`src/rtl/pstp_pkg.sv`:
```
`timescale 1ns / 1ps
// Shared types and constants for the packed swap table parser.
// No dependencies; imported by every module of the block.
package pstp_pkg;

    localparam int QUEUE_DEPTH_DEFAULT = 2;

    localparam logic [3:0] HEADER_LAST_INDEX = 4'hF;

    // Field kinds as reported on the result channel
    localparam logic [2:0] KIND_OFFSET  = 3'd0;
    localparam logic [2:0] KIND_COUNT   = 3'd1;
    localparam logic [2:0] KIND_SIZE    = 3'd2;
    localparam logic [2:0] KIND_REPEAT  = 3'd3;
    localparam logic [2:0] KIND_SKIP    = 3'd4;
    localparam logic [2:0] KIND_SUBREP  = 3'd5;
    localparam logic [2:0] KIND_ENTRIES = 3'd6;

    // Packed value length prefixes
    localparam logic [1:0] PFX_ONE     = 2'd0;
    localparam logic [1:0] PFX_TWO     = 2'd1;
    localparam logic [1:0] PFX_FOUR    = 2'd2;
    localparam logic [1:0] PFX_INVALID = 2'd3;

    typedef struct packed {
        logic [7:0] data_byte;
        logic       first;
    } in_item_t;

    typedef struct packed {
        logic [2:0]  field_kind;
        logic [31:0] value;
        logic [1:0]  swap_type;
        logic        error;
        logic        last;
    } out_item_t;

endpackage

```
`src/rtl/pstp_front.sv`:
```
`timescale 1ns / 1ps
// Front end: takes table bytes, tracks header/entry/sub-entry framing and
// assembles packed values into finished field items. Depends on pstp_pkg.
module pstp_front
    import pstp_pkg::*;
(
    input  logic      clk,
    input  logic      rst_n,
    input  logic      take,
    input  in_item_t  in_item,
    output logic      push,
    output out_item_t push_item
);

    localparam logic [2:0] PH_HEADER = 3'd0;
    localparam logic [2:0] PH_OFFSET = 3'd1;
    localparam logic [2:0] PH_COUNT  = 3'd2;
    localparam logic [2:0] PH_SIZE   = 3'd3;
    localparam logic [2:0] PH_REPEAT = 3'd4;
    localparam logic [2:0] PH_SKIP   = 3'd5;
    localparam logic [2:0] PH_SUBREP = 3'd6;

    logic [2:0]  phase_reg, phase_next;
    logic [3:0]  hidx_reg, hidx_next;
    logic [1:0]  bleft_reg, bleft_next;
    logic [31:0] acc_reg, acc_next;
    logic [1:0]  htype_reg, htype_next;
    logic [31:0] entries_reg, entries_next;
    logic [29:0] hsub_reg, hsub_next;
    logic [29:0] subs_reg, subs_next;
    logic        halted_reg, halted_next;

    logic        restart;
    logic        emit;
    logic        fin;
    logic [31:0] fin_val;
    logic [1:0]  prefix;
    logic [7:0]  b;
    logic [31:0] entries_dec;
    logic [29:0] subs_dec;
    out_item_t   res;

    assign restart     = in_item.first;
    assign b           = in_item.data_byte;
    assign prefix      = b[7:6];

    always_comb
    begin
        // a first byte restarts from the reset state, but running
        phase_next   = restart ? PH_HEADER : phase_reg;
        hidx_next    = restart ? 4'd0      : hidx_reg;
        bleft_next   = restart ? 2'd0      : bleft_reg;
        acc_next     = restart ? 32'd0     : acc_reg;
        htype_next   = restart ? 2'd0      : htype_reg;
        entries_next = restart ? 32'd0     : entries_reg;
        hsub_next    = restart ? 30'd0     : hsub_reg;
        subs_next    = restart ? 30'd0     : subs_reg;
        halted_next  = restart ? 1'b0      : halted_reg;
        emit         = 1'b0;
        fin          = 1'b0;
        fin_val      = '0;
        res          = '0;
        entries_dec  = '0;
        subs_dec     = '0;

        if (!halted_next)
        begin
            if (phase_next == PH_HEADER)
            begin
                if (hidx_next[3:2] == 2'b01)
                    entries_next = entries_next
                                   | ({24'd0, b} << {hidx_next[1:0], 3'b000});
                if (hidx_next == HEADER_LAST_INDEX)
                begin
                    emit             = 1'b1;
                    res.field_kind   = KIND_ENTRIES;
                    res.value        = entries_next;
                    if (entries_next == 32'd0)
                    begin
                        halted_next = 1'b1;
                        res.last    = 1'b1;
                    end
                    else
                        phase_next = PH_OFFSET;
                end
                else
                    hidx_next = hidx_next + 4'd1;
            end
            else if (bleft_next != 2'd0)
            begin
                acc_next   = {acc_next[23:0], b};
                bleft_next = bleft_next - 2'd1;
                if (bleft_next == 2'd0)
                begin
                    fin     = 1'b1;
                    fin_val = acc_next;
                end
            end
            else if (prefix == PFX_INVALID)
            begin
                halted_next    = 1'b1;
                emit           = 1'b1;
                res.field_kind = phase_next - 3'd1;
                res.error      = 1'b1;
                res.last       = 1'b1;
            end
            else
            begin
                if (phase_next == PH_SKIP)
                begin
                    acc_next   = {28'd0, b[3:0]};
                    htype_next = b[5:4];
                end
                else
                    acc_next = {26'd0, b[5:0]};
                if (prefix == PFX_ONE)
                begin
                    fin     = 1'b1;
                    fin_val = acc_next;
                end
                else
                    bleft_next = (prefix == PFX_TWO) ? 2'd1 : 2'd3;
            end

            if (fin)
            begin
                emit           = 1'b1;
                res.field_kind = phase_next - 3'd1;
                res.value      = fin_val;
                res.swap_type  = (phase_next == PH_SKIP) ? htype_next : 2'd0;
                entries_dec    = entries_next - 32'd1;
                subs_dec       = subs_next - 30'd1;
                unique case (phase_next)
                    PH_OFFSET: phase_next = PH_COUNT;
                    PH_COUNT:
                    begin
                        hsub_next  = fin_val[29:0];
                        phase_next = PH_SIZE;
                    end
                    PH_SIZE:   phase_next = PH_REPEAT;
                    PH_REPEAT:
                    begin
                        if (hsub_next == 30'd0 || fin_val == 32'd0)
                        begin
                            entries_next = entries_dec;
                            if (entries_dec == 32'd0)
                            begin
                                halted_next = 1'b1;
                                res.last    = 1'b1;
                            end
                            else
                                phase_next = PH_OFFSET;
                        end
                        else
                        begin
                            subs_next  = hsub_next;
                            phase_next = PH_SKIP;
                        end
                    end
                    PH_SKIP:   phase_next = PH_SUBREP;
                    PH_SUBREP:
                    begin
                        subs_next = subs_dec;
                        if (subs_dec == 30'd0)
                        begin
                            entries_next = entries_dec;
                            if (entries_dec == 32'd0)
                            begin
                                halted_next = 1'b1;
                                res.last    = 1'b1;
                            end
                            else
                                phase_next = PH_OFFSET;
                        end
                        else
                            phase_next = PH_SKIP;
                    end
                    default:
                    begin
                        halted_next = 1'b1;
                        res.last    = 1'b1;
                    end
                endcase
            end
        end
    end

    always_ff @(posedge clk or negedge rst_n)
    begin
        if (!rst_n)
        begin
            phase_reg   <= PH_HEADER;
            hidx_reg    <= 4'd0;
            bleft_reg   <= 2'd0;
            acc_reg     <= 32'd0;
            htype_reg   <= 2'd0;
            entries_reg <= 32'd0;
            hsub_reg    <= 30'd0;
            subs_reg    <= 30'd0;
            halted_reg  <= 1'b1;
        end
        else if (take)
        begin
            phase_reg   <= phase_next;
            hidx_reg    <= hidx_next;
            bleft_reg   <= bleft_next;
            acc_reg     <= acc_next;
            htype_reg   <= htype_next;
            entries_reg <= entries_next;
            hsub_reg    <= hsub_next;
            subs_reg    <= subs_next;
            halted_reg  <= halted_next;
        end
    end

    assign push      = take && emit;
    assign push_item = res;

endmodule

```
`src/rtl/pstp_fifo.sv`:
```
`timescale 1ns / 1ps
// Short register queue of finished field items between front and back.
// Depends on pstp_pkg for the item type.
module pstp_fifo
    import pstp_pkg::*;
#(
    parameter int DEPTH = QUEUE_DEPTH_DEFAULT
)
(
    input  logic      clk,
    input  logic      rst_n,
    input  logic      push,
    input  out_item_t push_item,
    input  logic      pop,
    output out_item_t pop_item,
    output logic      empty,
    output logic      full
);

    localparam int PW = (DEPTH > 1) ? $clog2(DEPTH) : 1;
    localparam int CW = $clog2(DEPTH + 1);
    localparam logic [PW-1:0] LAST_PTR = PW'(DEPTH - 1);

    out_item_t     mem_reg [DEPTH];
    logic [PW-1:0] wr_ptr_reg, wr_ptr_next;
    logic [PW-1:0] rd_ptr_reg, rd_ptr_next;
    logic [CW-1:0] count_reg, count_next;

    assign empty    = (count_reg == '0);
    assign full     = (count_reg == CW'(DEPTH));
    assign pop_item = mem_reg[rd_ptr_reg];

    always_comb
    begin
        wr_ptr_next = wr_ptr_reg;
        rd_ptr_next = rd_ptr_reg;
        count_next  = count_reg;
        if (push)
            wr_ptr_next = (wr_ptr_reg == LAST_PTR) ? '0 : wr_ptr_reg + 1'b1;
        if (pop)
            rd_ptr_next = (rd_ptr_reg == LAST_PTR) ? '0 : rd_ptr_reg + 1'b1;
        if (push && !pop)
            count_next = count_reg + 1'b1;
        else if (pop && !push)
            count_next = count_reg - 1'b1;
    end

    always_ff @(posedge clk or negedge rst_n)
    begin
        if (!rst_n)
        begin
            wr_ptr_reg <= '0;
            rd_ptr_reg <= '0;
            count_reg  <= '0;
        end
        else
        begin
            wr_ptr_reg <= wr_ptr_next;
            rd_ptr_reg <= rd_ptr_next;
            count_reg  <= count_next;
        end
    end

    always_ff @(posedge clk)
    begin
        if (push)
            mem_reg[wr_ptr_reg] <= push_item;
    end

endmodule

```
`src/rtl/pstp_back.sv`:
```
`timescale 1ns / 1ps
// Back end: drains the queue into the output register and runs the
// result handshake. Depends on pstp_pkg for the item type.
module pstp_back
    import pstp_pkg::*;
(
    input  logic      clk,
    input  logic      rst_n,
    input  logic      q_empty,
    input  out_item_t q_item,
    output logic      q_pop,
    output logic      out_valid,
    input  logic      out_ready,
    output out_item_t out_item
);

    logic      valid_reg, valid_next;
    out_item_t item_reg;

    // refill whenever the register is empty or its item leaves this cycle
    assign q_pop      = !q_empty && (!valid_reg || out_ready);
    assign valid_next = q_pop || (valid_reg && !out_ready);

    always_ff @(posedge clk or negedge rst_n)
    begin
        if (!rst_n)
            valid_reg <= 1'b0;
        else
            valid_reg <= valid_next;
    end

    always_ff @(posedge clk)
    begin
        if (q_pop)
            item_reg <= q_item;
    end

    assign out_valid = valid_reg;
    assign out_item  = item_reg;

endmodule

```
`src/rtl/packed_swap_table_parser.sv`:
```
`timescale 1ns / 1ps
// Top level of the packed swap table parser.
// Depends on pstp_pkg, pstp_front, pstp_fifo and pstp_back.
//
// Usage:
//   Input channel (in_valid/in_ready/in_item) carries one table byte per
//   item; in_item.first marks header byte 0 and restarts the parse at once.
//   Output channel (out_valid/out_ready/out_item) carries one finished
//   field per item: kind, value, swap type of skip fields, error and last.
//   Bytes that finish no field produce nothing on the output.
//   Throughput: one byte per cycle, limited only by the output side.
//   Path: the queue is written at the edge that accepts a field's final
//   byte; the output register, which drives out_valid, is loaded from the
//   queue once it is empty or its item is taken.
//   Reset: the parser is halted until a byte with first set arrives; the
//   queue and output register come up empty.
//   Receiver stall: fields collect in the queue (QUEUE_DEPTH items) plus
//   the output register; in_ready drops only once the queue is full, and
//   nothing is lost or duplicated.
module packed_swap_table_parser
    import pstp_pkg::*;
#(
    parameter int QUEUE_DEPTH = QUEUE_DEPTH_DEFAULT
)
(
    input  logic      clk,
    input  logic      rst_n,
    input  logic      in_valid,
    output logic      in_ready,
    input  in_item_t  in_item,
    output logic      out_valid,
    input  logic      out_ready,
    output out_item_t out_item
);

    logic      take;
    logic      push;
    out_item_t push_item;
    logic      pop;
    out_item_t pop_item;
    logic      q_empty;
    logic      q_full;

    assign in_ready = !q_full;
    assign take     = in_valid && in_ready;

    pstp_front u_front (
        .clk       (clk),
        .rst_n     (rst_n),
        .take      (take),
        .in_item   (in_item),
        .push      (push),
        .push_item (push_item)
    );

    pstp_fifo #(
        .DEPTH (QUEUE_DEPTH)
    ) u_fifo (
        .clk       (clk),
        .rst_n     (rst_n),
        .push      (push),
        .push_item (push_item),
        .pop       (pop),
        .pop_item  (pop_item),
        .empty     (q_empty),
        .full      (q_full)
    );

    pstp_back u_back (
        .clk       (clk),
        .rst_n     (rst_n),
        .q_empty   (q_empty),
        .q_item    (pop_item),
        .q_pop     (pop),
        .out_valid (out_valid),
        .out_ready (out_ready),
        .out_item  (out_item)
    );

endmodule
```
`config.mk`:
```
export PLATFORM = sky130hd
export DESIGN_NAME = packed_swap_table_parser
export DESIGN_NICKNAME = d
export VERILOG_FILES = /design/src/rtl/pstp_pkg.sv /design/src/rtl/pstp_front.sv /design/src/rtl/pstp_fifo.sv /design/src/rtl/pstp_back.sv /design/src/rtl/packed_swap_table_parser.sv
export SDC_FILE = /design/constraint.sdc
export NUM_CORES = 1
export LEC_CHECK = 0
export ABC_AREA = 1
export BUFFER_PORTS_ARGS = -buffer_cell sky130_fd_sc_hd__buf_4
export CAP_MARGIN = 10
export CORE_ASPECT_RATIO = 1.1
export CORE_UTILIZATION = 29
export CTS_BUF_LIST = sky130_fd_sc_hd__clkbuf_4 sky130_fd_sc_hd__clkbuf_8
export DETAILED_ROUTE_END_ITERATION = 7
export PLACE_DENSITY_LB_ADDON = 0.25
export SETUP_SLACK_MARGIN = 0.2
export SYNTH_ARGS = -nofsm -noshare
export SYNTH_HDL_FRONTEND = slang
export SYNTH_SLANG_ARGS = --single-unit
```
`constraint.sdc`:
```
create_clock -name clk -period 5 [get_ports clk]
set_input_delay 1.25 -clock clk [delete_from_list [all_inputs] [get_ports clk]]
set_output_delay 1.25 -clock clk [all_outputs]
set_load 0.03 [all_outputs]
```
==> flow_metrics.env, run 1 <==
export IMPL_cts_buffers=45
export IMPL_tightest_slew_ns=1.16
export IMPL_yosys_warnings=0
export IMPL_synth_seq_cells=250
export IMPL_synth_area_leaders="edfxtp_1 21%, dfrtp_1 20%, nand2_1 14%, inv_1 6.9%, nor2_1 6.7%"
export IMPL_yosysTopAreaCellShare_pct=21.2
export IMPL_avgRoutedWirePerCell_microns=18.9
export IMPL_cp_startpoint="in_item[0]"
export IMPL_muxShareOfSynthArea_pct=0
export IMPL_ys_flop_type="dfrtp_1"
export IMPL_routabilityCongestion=0.981
export IMPL_grt_ovfl_total=0
export IMPL_clock_fmax_ghz=0.223
export IMPL_rsz0062_at_grt="no"
export IMPL_finalCritPeriodShare_pct=89.7
export IMPL_yosysSeqAreaShare_pct=41.4
export IMPL_syn_nets=2338
export IMPL_core_area_sq_mm=0.0562
export IMPL_reg2reg_depth=25
export IMPL_synth_top_family_by_area="simple AND/OR/NAND/NOR gates"
export IMPL_grt_pass1_vias=16000
export IMPL_async_flop_share_pct=53.2
export IMPL_htreeDepth=2
export IMPL_clock_latency_ns=0.60
export IMPL_syn_avg_cell_area_sq_um=7.15
export IMPL_p_per_area_mw_per_mm2=648
export IMPL_setup_violations=0
export IMPL_netlist_area_sq_mm=0.0165
export IMPL_multi_input_area_sq_mm=0.00796
export IMPL_cp_cell_sequence="buf_4, buf_4, nor2_1, inv_1, ha_1, nand2_4, buf_4, nand2_1, nand2_2, ha_1, inv_1, nor2_2, nand2_1, nor2_1, nand2_1, nand2_1, nand2_1, nor2_1, nand2_1, nor2_2, nand3_2, o21ai_1, nand2_1, a21oi_1"
export IMPL_crit_required_ns=5.44
export IMPL_post_drt_via_cell_ratio=4.97
export IMPL_wirelength_microns=63200
export IMPL_crit_type="in -> reg"
export IMPL_final_cell_area_sq_mm=0.0206
export IMPL_cts_tree="yes"
export IMPL_crit_buf_inv=5
export IMPL_vias=16700
export IMPL_yosysTopAreaCell="edfxtp_1"
export IMPL_cp_start_kind="primary input"
export IMPL_seqCellArea_sq_mm=0.00684
export IMPL_clockBufferDepth=3
export IMPL_ir_drop_mv=0.614
export IMPL_hp_class="reg -> reg"
export IMPL_nFillCells=6014
export IMPL_layout_commonest_cell="nand2_1"
export IMPL_fp_dieArea_sq_mm=0.0580
export IMPL_rrSetupSlack_ns=0.93
export IMPL_synth_adder_area_share_pct=0.984
export IMPL_arrival_ns=4.92
export IMPL_die_h_microns=252
export IMPL_drv_slew=0
export IMPL_syn2layout_area_growth_pct=24.6
export IMPL_critPathMaxStageDelay_ns=0.28
export IMPL_crit_top_cell="nand2_1"
export IMPL_grt_use_total_pct=21.7
export IMPL_endpoint="u_fifo.mem_reg[0][0]"
export IMPL_synth_compound_area_share_pct=16.8
export IMPL_placed_area_sq_mm=0.0196
export IMPL_drv_cap=0
export IMPL_io_pins=54
export IMPL_cts_sinks=250
export IMPL_start_util_pct=29.4
export IMPL_p_leak_nw=9.89
export IMPL_cp_depth=24
export IMPL_drt_initial_drc_count=1477
export IMPL_synth_edff_count=117
export IMPL_status="complete, no violations"
export IMPL_synth_simple_area_share_pct=28.2
export IMPL_skew_ns=0.0256
export IMPL_clk_pin_slew_ns=0.06
export IMPL_relSlewSlack_pct=22.6
export IMPL_synthXorXnorAreaFrac_pct=1.91
export IMPL_firstDrtPassIters=5
export IMPL_clock_root_buffer="clkbuf_8"
export IMPL_drive_above_1_share_pct=19.3
export IMPL_fin_crit_ns=4.48
export IMPL_r2r_start="u_front.hidx_reg[1]"
export IMPL_grt_max_degree=89
export IMPL_drc=0
export IMPL_final_cell_mix="599 x nand2_1, 311 x buf_4, 305 x inv_1"
export IMPL_grt_pass1_wl_microns=96500
export IMPL_critical_path_top_delay_family="simple AND/OR/NAND/NOR gates"
export IMPL_synthCells=2312
export IMPL_end_kind="flop"
export IMPL_reg2reg_to="u_front.subs_reg[10]"
export IMPL_hpwl_microns=47900
export IMPL_antenna_left=0
export IMPL_num_rows=91
export IMPL_finalHoldViolations=0
export IMPL_fin_tns_setup_ns=0
export IMPL_yosysUniqueCellTypes=55
export IMPL_path_max_fanout=26
export IMPL_largest_reg_flops=78
export IMPL_die_x_microns=230
export IMPL_fin_nets=2598
export IMPL_port_buffers=53
export IMPL_post_cts_setup_buffers=0
export IMPL_antenna_found_initial=1
export IMPL_crit_slowest_cell="nor2_1"
## metal layers
metal | track usage (%) | routed length, microns | up-vias
met4 | 7.66 | 2210 | 0
met3 | 2.64 | 3400 | 109
met5 | 0 | 0 | -
li1 | - | - | 8091
met1 | 28.1 | 27500 | 7939
met2 | 37.0 | 30100 | 532
## final cells by class
| class | instances | share of cell area, % |
|---|---|---|
| antenna | 1 | 0.0121 |
| clock buffer | 65 | 3.98 |
| clock inverter | 17 | 1.06 |
| inverter | 318 | 5.82 |
| multi-input combinational | 1631 | 38.7 |
| sequential | 250 | 33.2 |
| tap | 744 | 4.52 |
| timing repair buffer | 326 | 12.7 |
## repair_timing
action	CTS	global route
gates resized for setup	0	1
setup endpoints to repair	0	1
hold buffers	0	0
endpoints found under the hold margin	0	0
## per-stage QoR
stage	std cells	setup slack (ns)	hold WS, ns	utilization (%)	power [mW]
finish	3352	0.517	0.488	36.6	13.4
global route	3352	0.233	0.510	36.6	14.3
CTS	3351	0.537	0.483	36.6	13.4
detailed placement	3269	-0.0764	0.466	34.8	11.1
global placement	3269	-0.0406	0.463	34.8	11.0
floorplan	2312	0.203	0.449	-	7.93
## power by group
| group | switching, mW | internal (mW) | leakage [nW] |
|---|---|---|---|
| logic | 5.18 | 2.71 | 6.60 |
| clock network | 0.923 | 1.32 | 0.551 |
| registers | 0.245 | 2.98 | 2.75 |
## synth_stat cells (3+ instances only)
cell       number
inv_1         305
clkinv_1        3
xor2_1         31
o22ai_1        34
o31ai_1         4
buf_4           7
nand3_2         3
o221ai_1       14
a21oi_1       153
nand2_2        34
nand4_1        28
nor3_1         21
a2bb2oi_1       5
edfxtp_1      117
nand2_1       600
nor2_4          3
ha_1           13
nor3_4          3
nor2_2         24
buf_2          29
dfrtp_1       132
a221oi_1       21
a31oi_1         6
nand3_1        75
inv_2           8
nor4_1          8
o21ai_0       132
buf_1           8
o21bai_1        3
or2_2           5
buf_6           7
clkbuf_1       59
xnor2_1         5
o21ai_1        25
a22oi_1        27
o211ai_1       39
and2_1          3
nor2_1        296
## worst reg2reg max path, delay by kind of cell, from the launching register on
kind / cells / cell delay, ns
compound gates: 2 / 0.25
simple gates: 12 / 1.57
fa+ha+maj: 1 / 0.19
buf+inv: 10 / 1.40
flops: 1 / 0.50
## worst min-delay path by stage
stage,depth (start not counted),endpoint,start
2_1_floorplan,2,u_front.phase_reg[0],u_front.phase_reg[0]
3_3_place_gp,2,u_front.hsub_reg[2],u_front.hsub_reg[2]
3_5_place_dp,2,u_front.hsub_reg[2],u_front.hsub_reg[2]
4_1_cts,2,u_front.hsub_reg[2],u_front.hsub_reg[2]
5_1_grt,2,u_front.halted_reg,u_front.halted_reg
6_report,2,u_front.hsub_reg[2],u_front.hsub_reg[2]
## kinds of logic (layout without fill, tap and decap cells)
| logic type | count (synthesis) | in the layout |
|---|---|---|
| AND/OR/NAND/NOR | 1110 | 1110 |
| AO/OA/AOI/OAI | 472 | 472 |
| buffers and inverters | 431 | 726 |
| flip-flops | 250 | 250 |
| XOR/XNOR | 36 | 36 |
| adder cells (fa/ha/maj) | 13 | 13 |
| other | 0 | 1 |
No activity file was read; power rests on OpenSTA's default activity.
==> run 2, diff against run 1 <==
==> constraint.sdc (replaced) <==
create_clock -name clk -period 5.3 [get_ports clk]
set_input_delay 1.325 -clock clk [delete_from_list [all_inputs] [get_ports clk]]
set_output_delay 1.325 -clock clk [all_outputs]
set_load 0.03 [all_outputs]
==> run 2 against run 1 <==
Global-route usage is 0.72 points lower. Die area is the same. Worst hold slack got worse by 0.0089 ns. Highest routed layer is now met5.
==> flow_metrics.env, run 2 (synthesis results as in run 1) <==
export IMPL_hpwl_microns=45800
export IMPL_relSlewSlack_pct=28.0
export IMPL_status="complete, no violations"
export IMPL_clock_root_buffer="clkbuf_8"
export IMPL_final_cell_area_sq_mm=0.0191
export IMPL_num_rows=91
export IMPL_vias=16000
export IMPL_finish_utilization_pct=33.9
export IMPL_layout_commonest_cell="nand2_1"
export IMPL_port_buffers=53
export IMPL_finalCritPeriodShare_pct=88.6
export IMPL_clk_pin_slew_ns=0.06
export IMPL_finalHoldViolations=0
export IMPL_cts_sinks=250
export IMPL_htreeDepth=2
export IMPL_crit_type="in -> reg"
export IMPL_io_pins=54
export IMPL_p_sw_share_pct=50.0
export IMPL_skew_ns=0.0222
export IMPL_largest_reg_flops=78
export IMPL_antenna_left=0
export IMPL_cts_tree="yes"
export IMPL_drt_initial_drc_count=1381
export IMPL_p_per_area_mw_per_mm2=597
export IMPL_grt_max_degree=90
export IMPL_seq_power_share_pct=26.8
export IMPL_fin_nets=2427
export IMPL_crit_required_ns=5.70
export IMPL_start_util_pct=29.4
export IMPL_combPwrFrac_pct=57.6
export IMPL_wirelength_microns=61100
export IMPL_tightest_slew_ns=1.08
export IMPL_cts_buffers=42
export IMPL_holdWs_ns=0.479
export IMPL_fin_tns_setup_ns=0
export IMPL_p_leak_nw=8.97
export IMPL_hp_class="reg -> reg"
export IMPL_antenna_found_initial=2
export IMPL_final_cell_mix="599 x nand2_1, 305 x inv_1, 290 x nor2_1"
export IMPL_hold_buffers=0
export IMPL_die_x_microns=230
export IMPL_fin_ws_ns=0.603
export IMPL_end_kind="flop"
export IMPL_fp_dieArea_sq_mm=0.0580
export IMPL_setup_violations=0
export IMPL_clock_fmax_ghz=0.213
export IMPL_clkPwrFrac_pct=15.6
export IMPL_grt_pass1_vias=15300
export IMPL_firstDrtPassIters=6
export IMPL_nFillCells=6110
export IMPL_cp_start_kind="primary input"
export IMPL_arrival_ns=5.10
export IMPL_routabilityCongestion=0.986
export IMPL_die_h_microns=252
export IMPL_placed_area_sq_mm=0.0182
export IMPL_post_drt_via_cell_ratio=5.05
export IMPL_path_max_fanout=32
export IMPL_avgRoutedWirePerCell_microns=19.2
export IMPL_rsz0062_at_grt="no"
export IMPL_post_cts_setup_buffers=0
export IMPL_clock_latency_ns=0.59
export IMPL_place_ws_ns=0.0927
export IMPL_drc=0
export IMPL_fin_crit_ns=4.70
export IMPL_ir_drop_mv=0.451
export IMPL_grt_pass1_wl_microns=93800
export IMPL_p_int_mw=5.69
export IMPL_grt_ovfl_total=0
export IMPL_grt_use_total_pct=20.9
export IMPL_clockBufferDepth=3
export IMPL_power_switching_mw=5.69
export IMPL_ctsResizeCount=0
export IMPL_drive_above_1_share_pct=13.3
export IMPL_drv_cap=0
export IMPL_drv_slew=0
export IMPL_core_area_sq_mm=0.0562
export IMPL_syn2layout_area_growth_pct=15.3
run 2: cell count changes in the layout (fill, tap and decap cells not counted), sizes merged:
cell,change
buf,-168
bufinv,-5
clkinv,-4
clkbuf,+1
run 2: area by class of cell:
| type | count | area (sq um) | area share (%) |
|---|---|---|---|
| Multi-Input combinational cell | 1631 | 7950 | 41.7 |
| Sequential cell | 250 | 6840 | 35.9 |
| Timing Repair Buffer | 158 | 1290 | 6.76 |
| Inverter | 318 | 1200 | 6.29 |
| Tap cell | 744 | 931 | 4.88 |
| Clock buffer | 66 | 815 | 4.27 |
| Clock inverter | 8 | 43.8 | 0.230 |
| Antenna cell | 1 | 2.50 | 0.0131 |
run 2: worst paths after layout:
kind,slack (ns),endpoint,from,cells past startpoint
worst max-delay path,0.60,u_front.subs_reg[14],in_item[0],21
worst min register to register,0.48,u_front.phase_reg[0],u_front.phase_reg[0],2
max in group asynchronous,3.51,u_front.entries_reg[23],rst_n,2
worst max register to register,1.06,u_front.subs_reg[14],u_front.hidx_reg[1],19
worst min-delay path,0.48,u_front.phase_reg[0],u_front.phase_reg[0],2
min in group asynchronous,0.81,u_front.hsub_reg[27],rst_n,1
run 2: through the flow:
step	total power, mW	std cells
2_1_floorplan	7.47	2312
3_3_place_gp	9.54	3101
3_5_place_dp	9.58	3101
4_1_cts	11.4	3175
5_1_grt	12.3	3176
6_report	11.4	3176
run 2: power by group through the flow:
stage / Sequential (mW) / Combinational, mW / Clock, mW
after global placement: 3.07 / 6.47 / 0
after floorplan: 3.31 / 4.16 / 0
after CTS: 3.05 / 6.52 / 1.84
after global routing: 3.12 / 7.24 / 1.92
after detailed placement: 3.08 / 6.49 / 0
final: 3.05 / 6.56 / 1.78
run 2: metal layers:
| metal | routed length (microns) | vias to the layer above | part of all wire [%] | track usage (%) |
|---|---|---|---|---|
| li1 | - | 7744 | - | - |
| met1 | 27500 | 7618 | 45 | 28.4 |
| met2 | 27700 | 551 | 45 | 33.8 |
| met3 | 3340 | 126 | 5.5 | 2.30 |
| met4 | 2540 | 2 | 4.2 | 8.76 |
| met5 | 13 | - | 0.021 | 0 |
run 2: worst max-delay path, cell delays in order:
cell     delay, ns
buf_4         0.14
inv_4         0.11
nand3_2       0.14
nor2_1        0.75
nand2_1       0.12
nand2_1       0.14
inv_1         0.08
nand4_1       0.09
nor4_1        0.08
nand4_1       0.12
nand2_1       0.11
nand2_1       0.17
ha_1          0.21
nand2_1       0.08
inv_1         0.24
nor2_1        0.15
nor2_2        0.18
buf_12        0.20
nand2_1       0.28
a21oi_1       0.26
a22oi_1       0.10
